## src/hdl/swts_pkg.sv

```systemverilog
// Package: shared constants and types for the software timer scheduler.
`default_nettype none

package swts_pkg;

  localparam int NUM_TIMERS = 16;
  localparam int IDX_W      = (NUM_TIMERS > 1) ? $clog2(NUM_TIMERS) : 1;

  localparam logic [1:0] FUNC_REGISTER   = 2'd0;
  localparam logic [1:0] FUNC_UNREGISTER = 2'd1;
  localparam logic [1:0] FUNC_TIMEOUT    = 2'd2;

  typedef enum logic [2:0] {
    ST_IDLE,
    ST_SCAN_TOP,
    ST_SET_BASE,
    ST_SCAN_FIRE,
    ST_FIRE,
    ST_SCAN_STAT,
    ST_STAT
  } state_e;

endpackage

`default_nettype wire

```

## src/hdl/software_timer_scheduler_core.sv

```systemverilog
// Software timer scheduler core: slot table, scan sequencer and result register.
// Register and unregister: the slot is updated on accept, then a status scan yields the status word.
// Timeout: top scan, base set, fire scan and fire step while a timer is due, then status scan;
// all use the one shared 32-bit subtract/compare unit that visits one slot per cycle.
// One word in flight at a time; a new word is taken while the last result waits.
// Reset (async, active low) disarms every slot and clears the sequencer and output valid.
`default_nettype none

module software_timer_scheduler_core (
  input  wire logic        clk_i,
  input  wire logic        rst_ni,
  input  wire logic        in_valid_i,
  output logic             in_stall_o,
  input  wire logic [1:0]  func_i,
  input  wire logic [3:0]  slot_i,
  input  wire logic [31:0] interval_i,
  input  wire logic        periodic_i,
  input  wire logic [31:0] now_i,
  output logic             out_valid_o,
  input  wire logic        out_stall_i,
  output logic             fired_o,
  output logic [3:0]       fired_slot_o,
  output logic             timeout_armed_o,
  output logic [30:0]      timeout_delay_o,
  output logic             last_o
);

  localparam int N = swts_pkg::NUM_TIMERS;
  localparam int W = swts_pkg::IDX_W;

  swts_pkg::state_e state_q, state_d;

  logic [31:0]  dl_q     [N];
  logic [31:0]  reload_q [N];
  logic [N-1:0] per_q;
  logic [N-1:0] armed_q;
  logic [N-1:0] done_q;

  logic [31:0]  now_q;
  logic [31:0]  base_q;
  logic [W-1:0] cnt_q;
  logic [W-1:0] best_q;
  logic         found_q;
  logic [31:0]  key_q;
  logic [31:0]  bdl_q;

  logic         out_valid_q;
  logic         fired_q;
  logic [3:0]   fslot_q;
  logic         tarmed_q;
  logic [30:0]  tdelay_q;
  logic         last_q;

  logic         accept;
  logic         emit_ok;
  logic         cnt_last;
  logic         scan_en;
  logic         signed_mode;
  logic         scan_clr;
  logic         fire_emit;
  logic         stat_emit;
  logic         in_scan_d;
  logic         in_scan;

  logic [W-1:0] slot_idx;
  logic         slot_ok;
  logic [W-1:0] sel_idx;
  logic [31:0]  ref_val;
  logic [31:0]  dl_rd;
  logic [31:0]  diff;
  logic         diff_pos;
  logic         cand;
  logic         better;

  assign accept   = (state_q == swts_pkg::ST_IDLE) && in_valid_i;
  assign emit_ok  = !out_valid_q || !out_stall_i;
  assign cnt_last = (cnt_q == W'(N - 1));
  assign slot_idx = W'(slot_i);
  assign slot_ok  = (32'(slot_i) < 32'(N));

  // shared subtract/compare unit
  assign sel_idx  = (state_q == swts_pkg::ST_FIRE) ? best_q : cnt_q;
  assign ref_val  = (state_q == swts_pkg::ST_SCAN_FIRE) ? base_q : now_q;
  assign dl_rd    = dl_q[sel_idx];
  assign diff     = dl_rd - ref_val;
  assign diff_pos = !diff[31] && (diff != 32'd0);
  assign cand     = armed_q[cnt_q] &&
                    ((state_q != swts_pkg::ST_SCAN_FIRE) || !done_q[cnt_q]);
  assign better   = !found_q ||
                    (signed_mode ? ($signed(diff) < $signed(key_q)) : (diff < key_q));

  always_comb begin
    state_d = state_q;
    case (state_q)
      swts_pkg::ST_IDLE: begin
        if (in_valid_i) begin
          state_d = (func_i == swts_pkg::FUNC_TIMEOUT) ? swts_pkg::ST_SCAN_TOP
                                                        : swts_pkg::ST_SCAN_STAT;
        end
      end
      swts_pkg::ST_SCAN_TOP: begin
        if (cnt_last) state_d = swts_pkg::ST_SET_BASE;
      end
      swts_pkg::ST_SET_BASE: state_d = swts_pkg::ST_SCAN_FIRE;
      swts_pkg::ST_SCAN_FIRE: begin
        if (cnt_last) state_d = swts_pkg::ST_FIRE;
      end
      swts_pkg::ST_FIRE: begin
        if (!found_q || diff_pos) state_d = swts_pkg::ST_SCAN_STAT;
        else if (emit_ok) state_d = swts_pkg::ST_SCAN_FIRE;
      end
      swts_pkg::ST_SCAN_STAT: begin
        if (cnt_last) state_d = swts_pkg::ST_STAT;
      end
      swts_pkg::ST_STAT: begin
        if (emit_ok) state_d = swts_pkg::ST_IDLE;
      end
      default: state_d = swts_pkg::ST_IDLE;
    endcase
  end

  always_comb begin
    scan_en     = 1'b0;
    signed_mode = 1'b0;
    fire_emit   = 1'b0;
    stat_emit   = 1'b0;
    in_scan     = 1'b0;
    in_scan_d   = 1'b0;
    case (state_q)
      swts_pkg::ST_SCAN_TOP: begin
        scan_en = 1'b1; signed_mode = 1'b1; in_scan = 1'b1;
      end
      swts_pkg::ST_SCAN_FIRE: begin
        scan_en = 1'b1; in_scan = 1'b1;
      end
      swts_pkg::ST_SCAN_STAT: begin
        scan_en = 1'b1; signed_mode = 1'b1; in_scan = 1'b1;
      end
      swts_pkg::ST_FIRE: fire_emit = found_q && !diff_pos && emit_ok;
      swts_pkg::ST_STAT: stat_emit = emit_ok;
      default: ;
    endcase
    case (state_d)
      swts_pkg::ST_SCAN_TOP, swts_pkg::ST_SCAN_FIRE, swts_pkg::ST_SCAN_STAT:
        in_scan_d = 1'b1;
      default: in_scan_d = 1'b0;
    endcase
  end

  assign scan_clr = in_scan_d && !in_scan;

  always_ff @(posedge clk_i or negedge rst_ni) begin
    if (!rst_ni) begin
      state_q     <= swts_pkg::ST_IDLE;
      armed_q     <= '0;
      found_q     <= 1'b0;
      cnt_q       <= '0;
      out_valid_q <= 1'b0;
    end else begin
      state_q <= state_d;
      if (accept && slot_ok) begin
        if (func_i == swts_pkg::FUNC_REGISTER) armed_q[slot_idx] <= 1'b1;
        else if (func_i == swts_pkg::FUNC_UNREGISTER) armed_q[slot_idx] <= 1'b0;
      end
      if (fire_emit && !per_q[best_q]) armed_q[best_q] <= 1'b0;
      if (scan_clr) begin
        cnt_q   <= '0;
        found_q <= 1'b0;
      end else if (scan_en) begin
        cnt_q <= cnt_q + W'(1);
        if (cand && better) found_q <= 1'b1;
      end
      if (fire_emit || stat_emit) out_valid_q <= 1'b1;
      else if (!out_stall_i) out_valid_q <= 1'b0;
    end
  end

  always_ff @(posedge clk_i) begin
    if (accept) now_q <= now_i;
    if (accept && slot_ok && (func_i == swts_pkg::FUNC_REGISTER)) begin
      dl_q[slot_idx]     <= now_i + interval_i;
      reload_q[slot_idx] <= interval_i;
      per_q[slot_idx]    <= periodic_i;
    end
    if (fire_emit) begin
      done_q[best_q] <= 1'b1;
      if (per_q[best_q]) dl_q[best_q] <= now_q + reload_q[best_q];
    end
    if (state_q == swts_pkg::ST_SET_BASE) begin
      done_q <= '0;
      base_q <= (found_q && key_q[31] && (key_q[30:0] != 31'd0)) ? bdl_q : now_q;
    end
    if (scan_en && cand && better) begin
      best_q <= cnt_q;
      key_q  <= diff;
      bdl_q  <= dl_rd;
    end
    if (fire_emit) begin
      fired_q  <= 1'b1;
      fslot_q  <= 4'(best_q);
      tarmed_q <= 1'b0;
      tdelay_q <= '0;
      last_q   <= 1'b0;
    end else if (stat_emit) begin
      fired_q  <= 1'b0;
      fslot_q  <= '0;
      tarmed_q <= found_q;
      tdelay_q <= (found_q && !key_q[31]) ? key_q[30:0] : 31'd0;
      last_q   <= 1'b1;
    end
  end

  assign in_stall_o      = (state_q != swts_pkg::ST_IDLE);
  assign out_valid_o     = out_valid_q;
  assign fired_o         = fired_q;
  assign fired_slot_o    = fslot_q;
  assign timeout_armed_o = tarmed_q;
  assign timeout_delay_o = tdelay_q;
  assign last_o          = last_q;

endmodule

`default_nettype wire
```

## config.mk

```make
export PLATFORM = sky130hd
export DESIGN_NAME = software_timer_scheduler_core
export DESIGN_NICKNAME = d
export VERILOG_FILES = /design/src/hdl/swts_pkg.sv /design/src/hdl/software_timer_scheduler_core.sv
export SDC_FILE = /design/constraint.sdc
export NUM_CORES = 2
export LEC_CHECK = 0
export BUFFER_PORTS_ARGS = -buffer_cell sky130_fd_sc_hd__buf_4
export CAP_MARGIN = 10
export CORE_ASPECT_RATIO = 0.75
export CORE_MARGIN = 2
export CORE_UTILIZATION = 50
export CTS_BUF_LIST = sky130_fd_sc_hd__clkbuf_8
export DETAILED_ROUTE_END_ITERATION = 16
export PLACE_DENSITY = 0.68
export SETUP_SLACK_MARGIN = 0.4
export SYNTH_ARGS = -nofsm -noshare
export SYNTH_HDL_FRONTEND = slang
export SYNTH_SLANG_ARGS = --single-unit
```

## constraint.sdc

```tcl
create_clock -name clk_i -period 20.7 [get_ports clk_i]
set_input_delay 2.07 -clock clk_i [delete_from_list [all_inputs] [get_ports clk_i]]
set_output_delay 2.07 -clock clk_i [all_outputs]
set_load 0.03 [all_outputs]
```

After elaboration in Yosys (flattened, before gate mapping)
Memories as Yosys holds them, arrays and structs flattened. A register that Yosys moved wholly into a read port is not among the register bits.
Cells that the tools add are included.

cells by class
  add/subtract/negate cells = 4
  $lt $le $gt $ge = 7
  muxes and demuxes = 52
  equality and inequality tests = 14
  bitwise gates (word level) = 6
  reduce and logical (&&, ||, !) cells = 43

operators by type and width
  cell                                                 count
  2-to-1 mux 32 bit                                    3
  adder 32 bit                                         2
  < comparator 32 bit                                  2
  2-to-1 mux 16 bit                                    4
  AND 16 bit                                           2
  NOT 16 bit                                           2
  bitwise OR 16 bit                                    2
  nonzero test 32 bit                                  1
  OR reduction 32 bit                                  1
  subtractor 32 bit                                    1
  2-to-1 mux 31 bit                                    1
  nonzero test 31 bit                                  1
  2-to-1 mux 4 bit                                     7
  2-to-1 mux 3 bit                                     8
  2-to-1 mux 1 bit                                     22
  case mux 3 bit (7 select lines)                      1
  bitwise mux 16 bit                                   1
  logical AND 1 bit                                    16
  < comparator 4 x 5 -> 1 bit (second input constant)  3
  binary-select mux 1 bit (select 4 bit)               3
  == test 3 bit (second input constant)                4
  == test 3 x 2 -> 1 bit (second input constant)       3
  zero test 1 bit                                      9
  demux 1 bit (select 4 bit)                           2
  other kinds (16)                                     25

storage, ports and cells
  word-level logic and storage cells = 145
  RAM bits = 1,024
  output and inout bits = 40
  input bits = 75
  memories = 2
  bits in registers = 227

memory list
  name      depth  width  read ports  clocked after memory_dff  wr ports  line                                 source
  dl_q      16     32     1           0                         1         software_timer_scheduler_core.sv:33  logic [31:0] dl_q [N];
  reload_q  16     32     1           1                         1         software_timer_scheduler_core.sv:34  logic [31:0] reload_q [N];

Depth between registers and ports, before layout
An unclocked memory read counts as a cell.

  depth in word-level cells = 15
  mapped depth = 30
  gate-level depth less buffers = 27

Least setup slack after synthesis
OpenSTA, ideal clock, no wires.

  kind = register -> register
  from = reg state_q[0]
  to = mem dl_q[13][0], enable pin
  cell stages (with the launch flop) = 24
  setup slack = 11.538 ns
  setup time = 0.470 ns
  data arrival time = 8.692 ns
  clock period less this slack = 9.162 ns
  buffers on the path = 6
  data required time = 20.230 ns
  cells stage by stage = dfrtp_1 > buf_2 > nor3b_4 > mux2i_1 > clkbuf_1 > buf_1 > buf_1 > mux4_2 > nand2_1 > a31oi_1 > ha_1 > buf_2 > nand4_1 > nor2_1 > a211oi_2 > a211oi_2 > o21ai_2 > a311oi_2 > or3_1 > a2111oi_1 > nand4_2 > and2_0 > clkbuf_1 > o31ai_1

on the way
  cells in the longest elaborated chain, start to end = 14
  elaborated cells on any way between the ends = 23
  those cells by class = add/sub (1); eq/ne (2); mux (9); reduce/logical (10); memory (1)

ends and longest elaborated chain
  item                                                                          line                                  source
  from (decl)                                                                   software_timer_scheduler_core.sv:31   swts_pkg::state_e state_q, state_d;
  from (signal assigned)                                                        software_timer_scheduler_core.sv:154  state_q <= swts_pkg::ST_IDLE;
  from (signal assigned)                                                        software_timer_scheduler_core.sv:160  state_q <= state_d;
  == test 3 bit (*)                                                             software_timer_scheduler_core.sv:82   assign sel_idx = (state_q == swts_pkg::ST_FIRE) ? best_q : cnt_q;
  2-to-1 mux 4 bit (*)                                                          software_timer_scheduler_core.sv:82
  memory read (16 x 32 bit) (*)                                                 n/a
  net dl_rd[5]                                                                  software_timer_scheduler_core.sv:69   logic [31:0] dl_rd;
  subtractor 32 bit (*)                                                         software_timer_scheduler_core.sv:85   assign diff = dl_rd - ref_val;
  nonzero test 32 bit / zero test 1 bit (equally long branches)                 software_timer_scheduler_core.sv:86   assign diff_pos = !diff[31] && (diff != 32'd0);
  logical AND 1 bit (*)                                                         software_timer_scheduler_core.sv:86
  zero test 1 bit (*)                                                           software_timer_scheduler_core.sv:139  swts_pkg::ST_FIRE: fire_emit = found_q && !diff_pos && emit_ok;
  logical AND 1 bit (*) (2 in series)                                           software_timer_scheduler_core.sv:139
  2-to-1 mux 1 bit (*)                                                          software_timer_scheduler_core.sv:129  case (state_q)
  2-to-1 mux 1 bit (*)                                                          software_timer_scheduler_core.sv:185  if (fire_emit) begin
  2-to-1 mux 1 bit (not written as such) (*)                                    software_timer_scheduler_core.sv:187  if (per_q[best_q]) dl_q[best_q] <= now_q + reload_q[best_q];
  OR reduction 32 bit (no source line)                                          n/a
  2-to-1 mux 4 bit (no source line) / 2-to-1 mux 1 bit (equally long branches)  n/a
  to (decl)                                                                     software_timer_scheduler_core.sv:33

The timed path passes the listed nets; every way through them passes the cells marked *.

Final worst setup path
  from = reg state_q[1]
  to = mem dl_q[4][10] (data pin)

on the way
  cells in the longest elaborated chain, start to end = 14
  elaborated cells on any way between the ends = 17
  those cells by class = add/sub (1); eq/ne (2); mux (6); reduce/logical (7); memory (1)

ends and longest elaborated chain
  item                                                           line
  == test 3 bit (*)                                              software_timer_scheduler_core.sv:82
  2-to-1 mux 4 bit (*)                                           software_timer_scheduler_core.sv:82
  memory read (16 x 32 bit) (*)                                  n/a
  net dl_rd[9]                                                   software_timer_scheduler_core.sv:69
  subtractor 32 bit (*)                                          software_timer_scheduler_core.sv:85
  nonzero test 32 bit / zero test 1 bit (equally long branches)  software_timer_scheduler_core.sv:86
  logical AND 1 bit (*)                                          software_timer_scheduler_core.sv:86
  zero test 1 bit (*)                                            software_timer_scheduler_core.sv:139
  logical AND 1 bit (*) (2 in series)                            software_timer_scheduler_core.sv:139
  2-to-1 mux 1 bit (*)                                           software_timer_scheduler_core.sv:129
  2-to-1 mux 1 bit (*)                                           software_timer_scheduler_core.sv:185
  2-to-1 mux 1 bit (not written as such) (*)                     software_timer_scheduler_core.sv:187
  OR reduction 32 bit (no source line) (*)                       n/a
  2-to-1 mux 32 bit (no source line) (*)                         n/a

Marks and branches as above.

==> flow_summary_export.csv <==
group,metric,value,unit
run,maxCapViolCount,0,
drt,via_per_inst,6.17,
cells_and_area,final_util,56.3,%
global_routing,grt-ovfl-total,0,
sta,hold_viol,0,
die,core_area,107000,um2
setup_path,startpoint_type,"register",
yosys,async_flop_share,1.99,%
drt,antenna_left,0,
yosys,syn_nets,3329,
global_routing,grt_max_degree,127,
pwr,finalPower,8.76,mW
yosys,synth_area,54000,um2
pwr,powerDensity,145,nW/um2
die,floorplan.initialDensity,50.4,%
clocking,root_buffer,"clkbuf_8",
cells_and_area,drive_gt1_share,23.3,%
yosys,synth_top_area_share,65.3,%
run_status,status,"complete, no violations",
cells_and_area,syn_to_final_growth,11.7,%
drt,num_vias,30405,
drt,drtIter0Drc,3363,
setup_path,cp.required,21.21,ns
global_routing,antenna_found_initial,1,
placed_design,io_buffers,114,
drt,drt-total-wl,132,mm
sta,rsz0062_at_grt,"no",
clocking,ctsResizeCount,0,
min_path,holdPathStages,2,
pwr,ir_drop,0.000106,V
yosys,ys_seq_area_share,68.5,%
sta,finalCritPeriodShare,45.8,%
cells_and_area,final_cell_mix,"edfxtp_1, mux4_2, clkbuf_8",
sta,maxSlewViolCount,0,
drt,drcViolationCount,0,
sta,worstMarginPinSlew,1.12,ns
yosys,ys_warn_count,0,
pwr,leakage,20.5,nW
clocking,clock_path_buffers,3,
die,ios,115,
die,die_h,289,um
sta,final.setup_skew,0.0457,ns
min_path,hold_path_class,"register to register",
cells_and_area,fillers,8183,
setup_path,critPathCaptureType,"register",
yosys,synth_cell_type_count,88,
placed_design,gpl.final_weighted_congestion,0.882,
clocking,cts_hold_buf,0,
global_routing,grt_pass1_wl,196,mm
clocking,path_clk_slew,0.06,ns
setup_path,r2r_cells,20,
setup_path,crit_fanout,96,
clocking,htreeDepth,4,
yosys,synth.area.top_cells,"edfxtp_1, mux4_2, ha_1, dfxtp_1, mux2i_1",
die,rows,104,
cells_and_area,fin_nets,3548,
drt,wl_per_cell,26.9,um
clocking,cts.sinks,1255,
die,design.die.area,111000,um2
setup_path,worst-setup-path-type,"register to register",
yosys,yosys.area.top_type,"edfxtp_1",
sta,max_freq,0.105,GHz
clocking,clk_latency,0.89,ns
sta,fin_crit,9.49,ns
clocking,numCtsBuffers,186,
clocking,post_cts_buffers,0,
yosys,synth-edff-count,1176,
yosys,syn_inst,3125,
setup_path,arrival,10.00,ns
global_routing,grt_pass1_vias,30425,
die,die_w,384,um
yosys,syn_avg_cell_area,17.3,um2
placed_design,dp_hpwl,80.7,mm
sta,fin_hold_ws,0.454,ns
cells_and_area,mostFrequentLayoutCell,"edfxtp_1",
sta,relSlewSlack,23.1,%
sta,final.setup.tns,0,ns
sta,setup_viol,0,
yosys,ys_ff_latch,1255,
clocking,cts_tree,"done",
yosys,ys.flop_type,"edfxtp_1",
drt,firstDrtPassIters,8,
global_routing,groute.usage.overall,24.0,%
cell families (layout without fill, tap and decap cells):
family	count (synthesis)	after routing	synth area share, %
adders and majority gates	129	129	3.03
AOI/OAI and AO/OA	487	487	6.06
other	0	2	0
muxes	416	416	14.7
DFF	1255	1255	68.5
buffers and inverters	232	601	1.69
and+or+nand+nor	523	523	4.64
xor gates and xnor gates	83	83	1.36
sequential cells by signal, summed over array words and instances (netlist names), named ones only:
register / cells
armed_q: 16
base_q: 32
bdl_q: 32
best_q: 4
cnt_q: 4
dl_q: 512
done_q: 16
fired_o: 1
fired_slot_o: 4
found_q: 1
key_q: 32
last_o: 1
now_q: 32
out_valid_o: 1
per_q: 16
reload_q: 512
state_q: 3
timeout_armed_o: 1
timeout_delay_o: 31
through the flow:
stage                     instance area [um2]  setup slack, ns  cells
final                                   60400            11.21   4927
after global routing                    60400            10.43   4926
after CTS                               60300            11.05   4916
after detailed placement                56800            11.06   4578
after global placement                  56800            11.26   4577
after floorplan                         54000            11.54   3125
synthesized netlist by cell type (5+ instances only):
cell      instances
edfxtp_1       1176
a21oi_1         123
mux4_2          299
dfrtp_1          25
and2_1           46
o21a_1           16
nor2b_1          19
o21bai_1         11
a31oi_1          46
o21ai_1           6
nand2b_1         21
nor3_1           41
ha_1            126
inv_1            80
nand3_1          68
nor2_1           81
a22o_1            9
a211oi_1         45
a41oi_1           9
o31a_1           13
buf_2             9
a21o_1           41
o211ai_1         10
xor2_1           35
a21boi_0          5
buf_1            28
o31ai_1           9
nor4_1           10
nand2_1         188
dfxtp_1          54
xnor2_1          47
or3_1             9
nand4_1          16
o21ai_0          77
a32o_1           11
mux2i_1          75
mux2_2           39
clkbuf_1        111
routing by layer:
metal | global-route usage, % | part of all wire [%] | up-vias
li1 | - | - | 13077
met5 | 0 | 0 | -
met4 | 6.63 | 1.9 | 0
met2 | 38.1 | 48 | 1283
met3 | 3.78 | 7.1 | 160
met1 | 35.0 | 43 | 15885
path summary, 6_finish.rpt:
kind / slack [ns] / startpoint / endpoint
max: 11.21 / state_q[1] / dl_q[4][10]
min: 0.45 / timeout_delay_o[23] / timeout_delay_o[23]
max reg2reg: 11.21 / state_q[1] / dl_q[4][10]
min reg2reg: 0.45 / timeout_delay_o[23] / timeout_delay_o[23]
max in group asynchronous: 19.30 / rst_ni / armed_q[2]
min in group asynchronous: 1.11 / rst_ni / armed_q[12]
critical path: stages, from the launching register on:
cell,delay (ns)
dfrtp_1,0.53
nor3b_4,0.60
mux2i_4,0.36
buf_12,0.52
buf_4,0.69
mux4_2,0.57
and2_1,0.17
a211oi_1,0.23
a31oi_1,0.17
ha_1,0.59
and2_1,0.21
nor2_1,0.06
a211oi_2,0.46
o21ai_2,0.19
a311oi_2,0.37
o21ai_0,0.21
a2111oi_1,0.47
nand4_2,0.43
a211oi_4,0.37
buf_4,0.62
mux2i_1,1.00
power by group:
part / switching (mW) / total (mW) / leakage, nW / internal, mW
Clock: 0.960 / 1.92 / 1.99 / 0.955
Sequential: 0.133 / 3.16 / 11.3 / 3.03
Combinational: 2.15 / 3.69 / 7.12 / 1.53
Total: 3.25 / 8.76 / 20.5 / 5.52
area by class of cell:
class	count	area, um2	share of cell area [%]
sequential	1255	37000	61.3
multi-input combinational	1638	16400	27.1
clock buffer	200	2750	4.56
tap	1431	1790	2.97
timing repair buffer	183	1400	2.32
clock inverter	138	742	1.23
inverter	80	300	0.497
antenna	2	5.00	0.00829
Note: power is estimated with default switching activity, not from simulation.
